### config.mk
export PLATFORM = sky130hd
export DESIGN_NAME = overwrite_ring_fifo_packet_drain_unit
export DESIGN_NICKNAME = d
export VERILOG_FILES = /design/src/design/orfd_pkg.sv /design/src/design/orfd_ram.sv /design/src/design/orfd_obuf.sv /design/src/design/overwrite_ring_fifo_packet_drain_unit.sv
export SDC_FILE = /design/constraint.sdc
export NUM_CORES = 2
export LEC_CHECK = 0
export ABC_CLOCK_PERIOD_IN_PS = 7700
export BUFFER_PORTS_ARGS = -buffer_cell sky130_fd_sc_hd__buf_2
export CORE_MARGIN = 3
export CORE_UTILIZATION = 50
export CTS_CLUSTER_DIAMETER = 150
export DETAILED_ROUTE_END_ITERATION = 7
export GPL_ROUTABILITY_DRIVEN = 0
export PLACE_DENSITY = 0.65
export SYNTH_ARGS = -nofsm -noshare
export SYNTH_HDL_FRONTEND = slang
export SYNTH_HIERARCHICAL = 1
export SYNTH_MEMORY_MAX_BITS = 65536
export SYNTH_SLANG_ARGS = --single-unit
### constraint.sdc
create_clock -name clk -period 7.7 [get_ports clk]
set_input_delay 0 -clock clk [delete_from_list [all_inputs] [get_ports clk]]
set_output_delay 0 -clock clk [all_outputs]
set_load 0.01 [all_outputs]
### src/design/orfd_pkg.sv
// ----------------------------------------------------------------------------
// orfd_pkg
// Shared types and constants of the overwrite ring FIFO packet drain unit.
// ----------------------------------------------------------------------------
package orfd_pkg;

	localparam int DEPTH_LOG_DEF  = 9;
	localparam int MAX_PACKET_DEF = 64;

	localparam int BYTE_W      = 8;
	localparam int PKT_LEN_W   = 7;
	localparam int IN_TDATA_W  = 16;
	localparam int IN_TUSER_W  = 2;
	localparam int OUT_TDATA_W = 16;

	typedef enum logic [1:0] {
		CMD_PUSH  = 2'd0,
		CMD_DRAIN = 2'd1,
		CMD_SET   = 2'd2
	} cmd_t;

	typedef enum logic {
		ST_IDLE,
		ST_DRAIN
	} state_t;

	typedef struct packed {
		logic [BYTE_W-1:0]    out_byte;
		logic [PKT_LEN_W-1:0] packet_length;
		logic                 byte_valid;
		logic                 last_of_packet;
	} out_item_t;

endpackage

### src/design/orfd_ram.sv
// ----------------------------------------------------------------------------
// orfd_ram
// Byte store: one write port, one read port, registered read data.
// ----------------------------------------------------------------------------
module orfd_ram
	import orfd_pkg::*;
#(
	parameter int ADDR_W = DEPTH_LOG_DEF
) (
	input  logic              clk,
	input  logic              we,
	input  logic [ADDR_W-1:0] waddr,
	input  logic [BYTE_W-1:0] wdata,
	input  logic              re,
	input  logic [ADDR_W-1:0] raddr,
	output logic [BYTE_W-1:0] rdata
);

	logic [BYTE_W-1:0] mem [2**ADDR_W];

	always_ff @(posedge clk) begin
		if (we) begin
			mem[waddr] <= wdata;
		end
	end

	always_ff @(posedge clk) begin
		if (re) begin
			rdata <= mem[raddr];
		end
	end

endmodule

### src/design/orfd_obuf.sv
// ----------------------------------------------------------------------------
// orfd_obuf
// Two-entry output buffer; parts the drain sequencer from the result stream.
// ----------------------------------------------------------------------------
module orfd_obuf
	import orfd_pkg::*;
(
	input  logic      clk,
	input  logic      arst_n,
	input  logic      push,
	input  out_item_t push_item,
	input  logic      pop_ready,
	output logic      out_valid,
	output out_item_t out_item,
	output logic [1:0] count
);

	out_item_t entry_q [2];
	logic      wr_ptr_q;
	logic      rd_ptr_q;
	logic [1:0] count_q;
	logic      pop;

	assign out_valid = (count_q != 2'd0);
	assign out_item  = entry_q[rd_ptr_q];
	assign count     = count_q;
	assign pop       = out_valid && pop_ready;

	always_ff @(posedge clk) begin
		if (push) begin
			entry_q[wr_ptr_q] <= push_item;
		end
	end

	always_ff @(posedge clk or negedge arst_n) begin
		if (!arst_n) begin
			wr_ptr_q <= 1'b0;
			rd_ptr_q <= 1'b0;
			count_q  <= 2'd0;
		end else begin
			if (push) begin
				wr_ptr_q <= ~wr_ptr_q;
			end
			if (pop) begin
				rd_ptr_q <= ~rd_ptr_q;
			end
			if (push && !pop) begin
				count_q <= count_q + 2'd1;
			end else if (pop && !push) begin
				count_q <= count_q - 2'd1;
			end
		end
	end

endmodule

### src/design/overwrite_ring_fifo_packet_drain_unit.sv
// ----------------------------------------------------------------------------
// overwrite_ring_fifo_packet_drain_unit
// Byte ring FIFO that overwrites the oldest byte when full and drains
// packets of up to MAX_PACKET bytes on request.
// ----------------------------------------------------------------------------
// Push and set items: taken one per cycle while idle, done in the cycle of
// acceptance. Drain item: one byte read per cycle over the single read port
// of the store while the output buffer has room, each byte registered before
// it enters the buffer; no item is taken until the drain's last read issues.
// Reset clears pointers, active flag, sequencer and output buffer at once;
// the byte store is not cleared.
module overwrite_ring_fifo_packet_drain_unit
	import orfd_pkg::*;
#(
	parameter int DEPTH_LOG  = DEPTH_LOG_DEF,
	parameter int MAX_PACKET = MAX_PACKET_DEF
) (
	input  logic                   clk,
	input  logic                   arst_n,
	input  logic                   s_tvalid,
	output logic                   s_tready,
	input  logic [IN_TDATA_W-1:0]  s_tdata,   // data_byte[7:0], enable_flag[8]
	input  logic [IN_TUSER_W-1:0]  s_tuser,   // command[1:0]
	output logic                   m_tvalid,
	input  logic                   m_tready,
	output logic [OUT_TDATA_W-1:0] m_tdata,   // out_byte[7:0], packet_length[14:8]
	output logic                   m_tuser,   // byte_valid
	output logic                   m_tlast    // last_of_packet
);

	localparam int ADDR_W = DEPTH_LOG;
	localparam int LEN_W  = $clog2(MAX_PACKET + 1);

	state_t            state_q, state_d;
	logic [ADDR_W-1:0] wp_q, rp_q, raddr_q, wp_nxt, diff;
	logic              active_q;
	logic [LEN_W-1:0]  rem_q, len_q, len_calc;
	logic              vld_s1, last_s1, data_s1;
	logic              acc, issue, credit, pop, ram_we;
	cmd_t              cmd;
	logic [BYTE_W-1:0] ram_rdata;
	logic [1:0]        ob_count;
	out_item_t         ob_in, ob_out;

	assign acc      = s_tvalid && s_tready;
	assign cmd      = cmd_t'(s_tuser);
	assign s_tready = (state_q == ST_IDLE);
	assign wp_nxt   = wp_q + 1'b1;
	assign diff     = wp_q - rp_q;
	assign len_calc = (32'(diff) > MAX_PACKET) ? LEN_W'(MAX_PACKET) : LEN_W'(diff);
	assign pop      = m_tvalid && m_tready;
	assign credit   = (3'(ob_count) + 3'(vld_s1)) < (3'd2 + 3'(pop));
	assign issue    = (state_q == ST_DRAIN) && credit;
	assign ram_we   = acc && (cmd == CMD_PUSH) && active_q;

	always_ff @(posedge clk or negedge arst_n) begin
		if (!arst_n) begin
			state_q <= ST_IDLE;
		end else begin
			state_q <= state_d;
		end
	end

	always_comb begin
		state_d = state_q;
		unique case (state_q)
			ST_IDLE: begin
				if (acc && cmd == CMD_DRAIN) begin
					state_d = ST_DRAIN;
				end
			end
			ST_DRAIN: begin
				if (issue && rem_q <= LEN_W'(1)) begin
					state_d = ST_IDLE;
				end
			end
			default: state_d = ST_IDLE;
		endcase
	end

	always_ff @(posedge clk or negedge arst_n) begin
		if (!arst_n) begin
			wp_q     <= '0;
			rp_q     <= '0;
			active_q <= 1'b0;
		end else if (acc) begin
			unique case (cmd)
				CMD_PUSH: begin
					if (active_q) begin
						wp_q <= wp_nxt;
						if (wp_nxt == rp_q) begin
							rp_q <= rp_q + 1'b1;
						end
					end
				end
				CMD_DRAIN: begin
					if (len_calc[1:0] != 2'd0) begin
						wp_q <= '0;
						rp_q <= '0;
					end else begin
						rp_q <= rp_q + ADDR_W'(len_calc);
					end
				end
				CMD_SET: begin
					active_q <= s_tdata[BYTE_W];
					if (!s_tdata[BYTE_W]) begin
						wp_q <= '0;
						rp_q <= '0;
					end
				end
				default: ;
			endcase
		end
	end

	always_ff @(posedge clk or negedge arst_n) begin
		if (!arst_n) begin
			rem_q  <= '0;
			vld_s1 <= 1'b0;
		end else begin
			vld_s1 <= issue;
			if (acc && cmd == CMD_DRAIN) begin
				rem_q <= len_calc;
			end else if (issue && rem_q != '0) begin
				rem_q <= rem_q - 1'b1;
			end
		end
	end

	always_ff @(posedge clk) begin
		if (acc && cmd == CMD_DRAIN) begin
			raddr_q <= rp_q;
			len_q   <= len_calc;
		end else if (issue) begin
			raddr_q <= raddr_q + 1'b1;
		end
		if (issue) begin
			last_s1 <= (rem_q <= LEN_W'(1));
			data_s1 <= (rem_q != '0);
		end
	end

	orfd_ram #(
		.ADDR_W(ADDR_W)
	) u_ram (
		.clk  (clk),
		.we   (ram_we),
		.waddr(wp_q),
		.wdata(s_tdata[BYTE_W-1:0]),
		.re   (issue),
		.raddr(raddr_q),
		.rdata(ram_rdata)
	);

	always_comb begin
		ob_in.out_byte       = data_s1 ? ram_rdata : '0;
		ob_in.packet_length  = data_s1 ? PKT_LEN_W'(len_q) : '0;
		ob_in.byte_valid     = data_s1;
		ob_in.last_of_packet = last_s1;
	end

	orfd_obuf u_obuf (
		.clk      (clk),
		.arst_n   (arst_n),
		.push     (vld_s1),
		.push_item(ob_in),
		.pop_ready(m_tready),
		.out_valid(m_tvalid),
		.out_item (ob_out),
		.count    (ob_count)
	);

	assign m_tdata = {1'b0, ob_out.packet_length, ob_out.out_byte};
	assign m_tuser = ob_out.byte_valid;
	assign m_tlast = ob_out.last_of_packet;

endmodule

==> results.md <==
* Post-Synth Adder-Cell Area at 0.221%
* Synth cell types at 82
* Proportion of synthesized area in mux cells at 13.9%
* Initial core utilization at 50.3%
* Avg Inst Size Synth at 19.4 um2
* Met2 global-route usage at 38.1%
* Root Buffer Master: clkbuf_16
* Gr ovfl total at 0
* EDFF count, synth at 4,156
* Port-buffer cells at 33
* Critical path type: flop to flop
* Post-CTS Setup Bufs at 0
* Core Region at 328,000 um2
* Ys flop type: edfxtp_1
* Worst slew margin at 16.7%
* Leakage at 57.8 nW
* Synth Area in Simple Gates at 3.07%
* Gr usage total at 23.8%
* CTS Buffer Depth at 4
* Detail Route Antenna Nets at 0
* Vias/cell at 6.37
* Fillers at 24,300
* VDD IR max at 482 uV
* Most frequent cells in the layout: edfxtp_1 (4,156), mux2i_1 (797), mux4_2 (654)
* DR iter-0 viols at 10,700
* Share of layout cells above drive strength 1 at 16.3%
* Total CTS buffers at 412
* Ys async rst share at 0.764%
* Die height at 581 um
* GR Util met1 at 33.6%
* Vias at 84,600
* Vias in the first global route at 83,500
* Setup crit start kind: flop
* Post-Syn Area at 165,000 um2
* DRC at 0
* Post-Synthesis Cells at 8,513
* Critical-path top delay cell: edfxtp_1
* Crit Path Max Fanout at 32
* Post-Route WL at 408,000 um
* Most common cell after layout, fill and taps aside: edfxtp_1
* WP buf/inv at 2
* Hold_buf cts at 22
* Synth-to-layout area growth at 10.9%
* Mapped Nets at 8,563
* Worst Skew at 0.0573 ns
* Nets at 8,634
* Sequential share of the synthesized area at 76.1%
* CTS tree: done
* Cell Chain, Critical Path: buf_12 -> buf_4 -> mux2i_1 -> o221ai_1 -> a21oi_1 -> nor4_1 -> nand4_1 -> nor4_2 -> o2111a_1
* Combinational family with the most area after synthesis: multiplexers
* RSZ-0062 raised after global routing: false
* CTS Sinks at 4,188
* Drt wl/cell at 30.7 um
* Post-synthesis register bit count at 4,188
* Num rows at 210
* Count of final hold-check violations at 0
* Met3 Use GR at 3.94%
* CTS-repair resized insts at 0
* Status: finished clean
* Worst skew pair latency at 0.94 ns
* Pin count of the biggest net entering global routing at 199
* Cell Pwr Density at 345 nW/um2
* Drt pass-1 iters at 5
* Busiest grt layer: met2
* Slew Limit Fails at 0
* Maxcap violations at 0
* Max Freq at 0.196 GHz
* Tcrit/Tclk final at 66.1%
* Worst Setup End Kind: flop
* Synth Area in XOR/XNOR at 0.170%
* Peak per-stage delay on the critical path at 1.01 ns
* Initial antenna violation count at 8
* Io pins at 42
* Period minus WS final at 5.09 ns
* First-pass GRT wire length at 589,000 um
* DP Wirelength at 238,000 um
* Required @ worst endpoint at 8.49 ns
* # setup viols final at 0
* TNS Setup at 0 ns
* Synthesis Warnings at 6
* Width of the die at 581 um
* CP Data Arrival Time at 5.88 ns
* Actual slew at the worst max-slew pin at 1.25 ns
* Top delay family on crit path: simple AND/OR/NAND/NOR gates
* Worst Hold Slack at 0.0974 ns
* Fin util at 55.8%
* Hold crit path type: primary input to asynchronous set/reset pin
* Compound-gate portion of the synthesized area at 4.65%
* Die Area at 337,000 um2
* Reg clk slew, reported paths at 0.06 ns
* H-tree depth at 5
[logic make-up (layout without fill, tap and decap cells)]
| kind of cell | Yosys count | after routing |
|---|---|---|
| and+or+nand+nor | 1146 | 1146 |
| AOI/OAI and AO/OA | 1089 | 1089 |
| buffers and inverters | 560 | 981 |
| DFF | 4188 | 4188 |
| xor gates and xnor gates | 32 | 32 |
| other | 1 | 7 |
| muxes | 1469 | 1469 |
| adders and majority gates | 28 | 28 |
[power by group]
| part | internal (W) | total (W) | leakage, nW | switching [W] |
|---|---|---|---|---|
| combinational | 0.00669 | 0.0178 | 13.6 | 0.0111 |
| clock | 0.0114 | 0.0198 | 6.51 | 0.00843 |
| sequential | 0.0253 | 0.0257 | 37.7 | 0.000312 |
[cells in the mapped netlist, types with 9 or more instances]
cell type	n	share of area [%]
o221ai_1	372	2.0
nor4_1	40	0.15
clkbuf_1	278	0.63
buf_8	11	0.10
xnor2_1	13	0.069
xor2_1	19	0.10
nand4_1	34	0.13
o31ai_1	13	0.059
o2111a_1	9	0.061
and2_1	46	0.17
a22oi_1	61	0.28
buf_6	66	0.45
inv_1	26	0.059
o21ai_0	150	0.45
nand3_1	60	0.18
nor3_1	115	0.35
mux2_2	9	0.061
a211oi_1	19	0.086
ha_1	26	0.20
buf_2	60	0.18
buf_4	71	0.32
and3_1	15	0.057
nor2b_1	16	0.061
dfrtp_1	32	0.49
nor2_1	620	1.4
mux2i_1	797	4.8
or3_1	10	0.038
o22ai_1	166	0.63
mux2_4	9	0.082
nand2_1	153	0.35
mux4_2	654	8.9
edfxtp_1	4156	76
a21oi_1	209	0.63
buf_1	41	0.093
a22o_1	9	0.048
[registers in the layout, indices dropped and copies added (netlist names), 2 cells and up]
name	count
u_ram/mem	4096
u_obuf/entry_q	34
raddr_q	9
rp_q	9
wp_q	9
u_ram/rdata	8
len_q	7
rem_q	7
u_obuf/count	2
[path summary, 6_finish.rpt]
path / start / end / slack, ns / cells past startpoint
max: raddr_q[0] / u_ram/rdata[5] / 2.61 / 9
min: arst_n / vld_s1 / 0.1 / 4
min in group clk: s_tdata[2] / u_ram/mem[65][2] / 0.14 / 2
max reg2reg: raddr_q[0] / u_ram/rdata[5] / 2.61 / 9
min reg2reg: last_s1 / u_obuf/entry_q[0][0] / 0.47 / 0
max in group asynchronous: arst_n / rem_q[1] / 7.40 / 4
[worst min-delay path, delay by kind of cell]
family / cells / cell delay (ns)
buffers and inverters: 4 / 1.39
[metal layers]
layer / up-vias / part of all wire [%] / routed length, um
met1: 44600 / 40 / 162000
met4: 2 / 3.7 / 14900
met3: 657 / 8.4 / 34300
met2: 3931 / 48 / 197000
li1: 35400 / - / -
met5: - / 0.0032 / 13
[through the flow]
stage / power [W] / std cells / setup WS, ns / cell area, um2
final: 0.0632 / 13300 / 2.61 / 183000
after CTS: 0.0636 / 13300 / 2.62 / 183000
after detailed placement: 0.0438 / 12500 / 2.66 / 169000
after floorplan: 0.0381 / 8513 / 3.79 / 165000
after global routing: 0.0654 / 13300 / 2.25 / 183000
after global placement: 0.0437 / 12500 / 2.68 / 169000
[final cells by class]
type | count | area (um2) | share of cell area [%]
tap | 4346 | 5440 | 2.97
sequential | 4188 | 126000 | 68.6
multi-input combinational | 3765 | 36500 | 20.0
timing repair buffer | 190 | 1960 | 1.07
clock inverter | 269 | 2650 | 1.45
inverter | 27 | 109 | 0.0595
clock buffer | 495 | 10700 | 5.85
antenna | 6 | 15.0 | 0.00820
No activity file was read; power rests on OpenSTA's default activity.
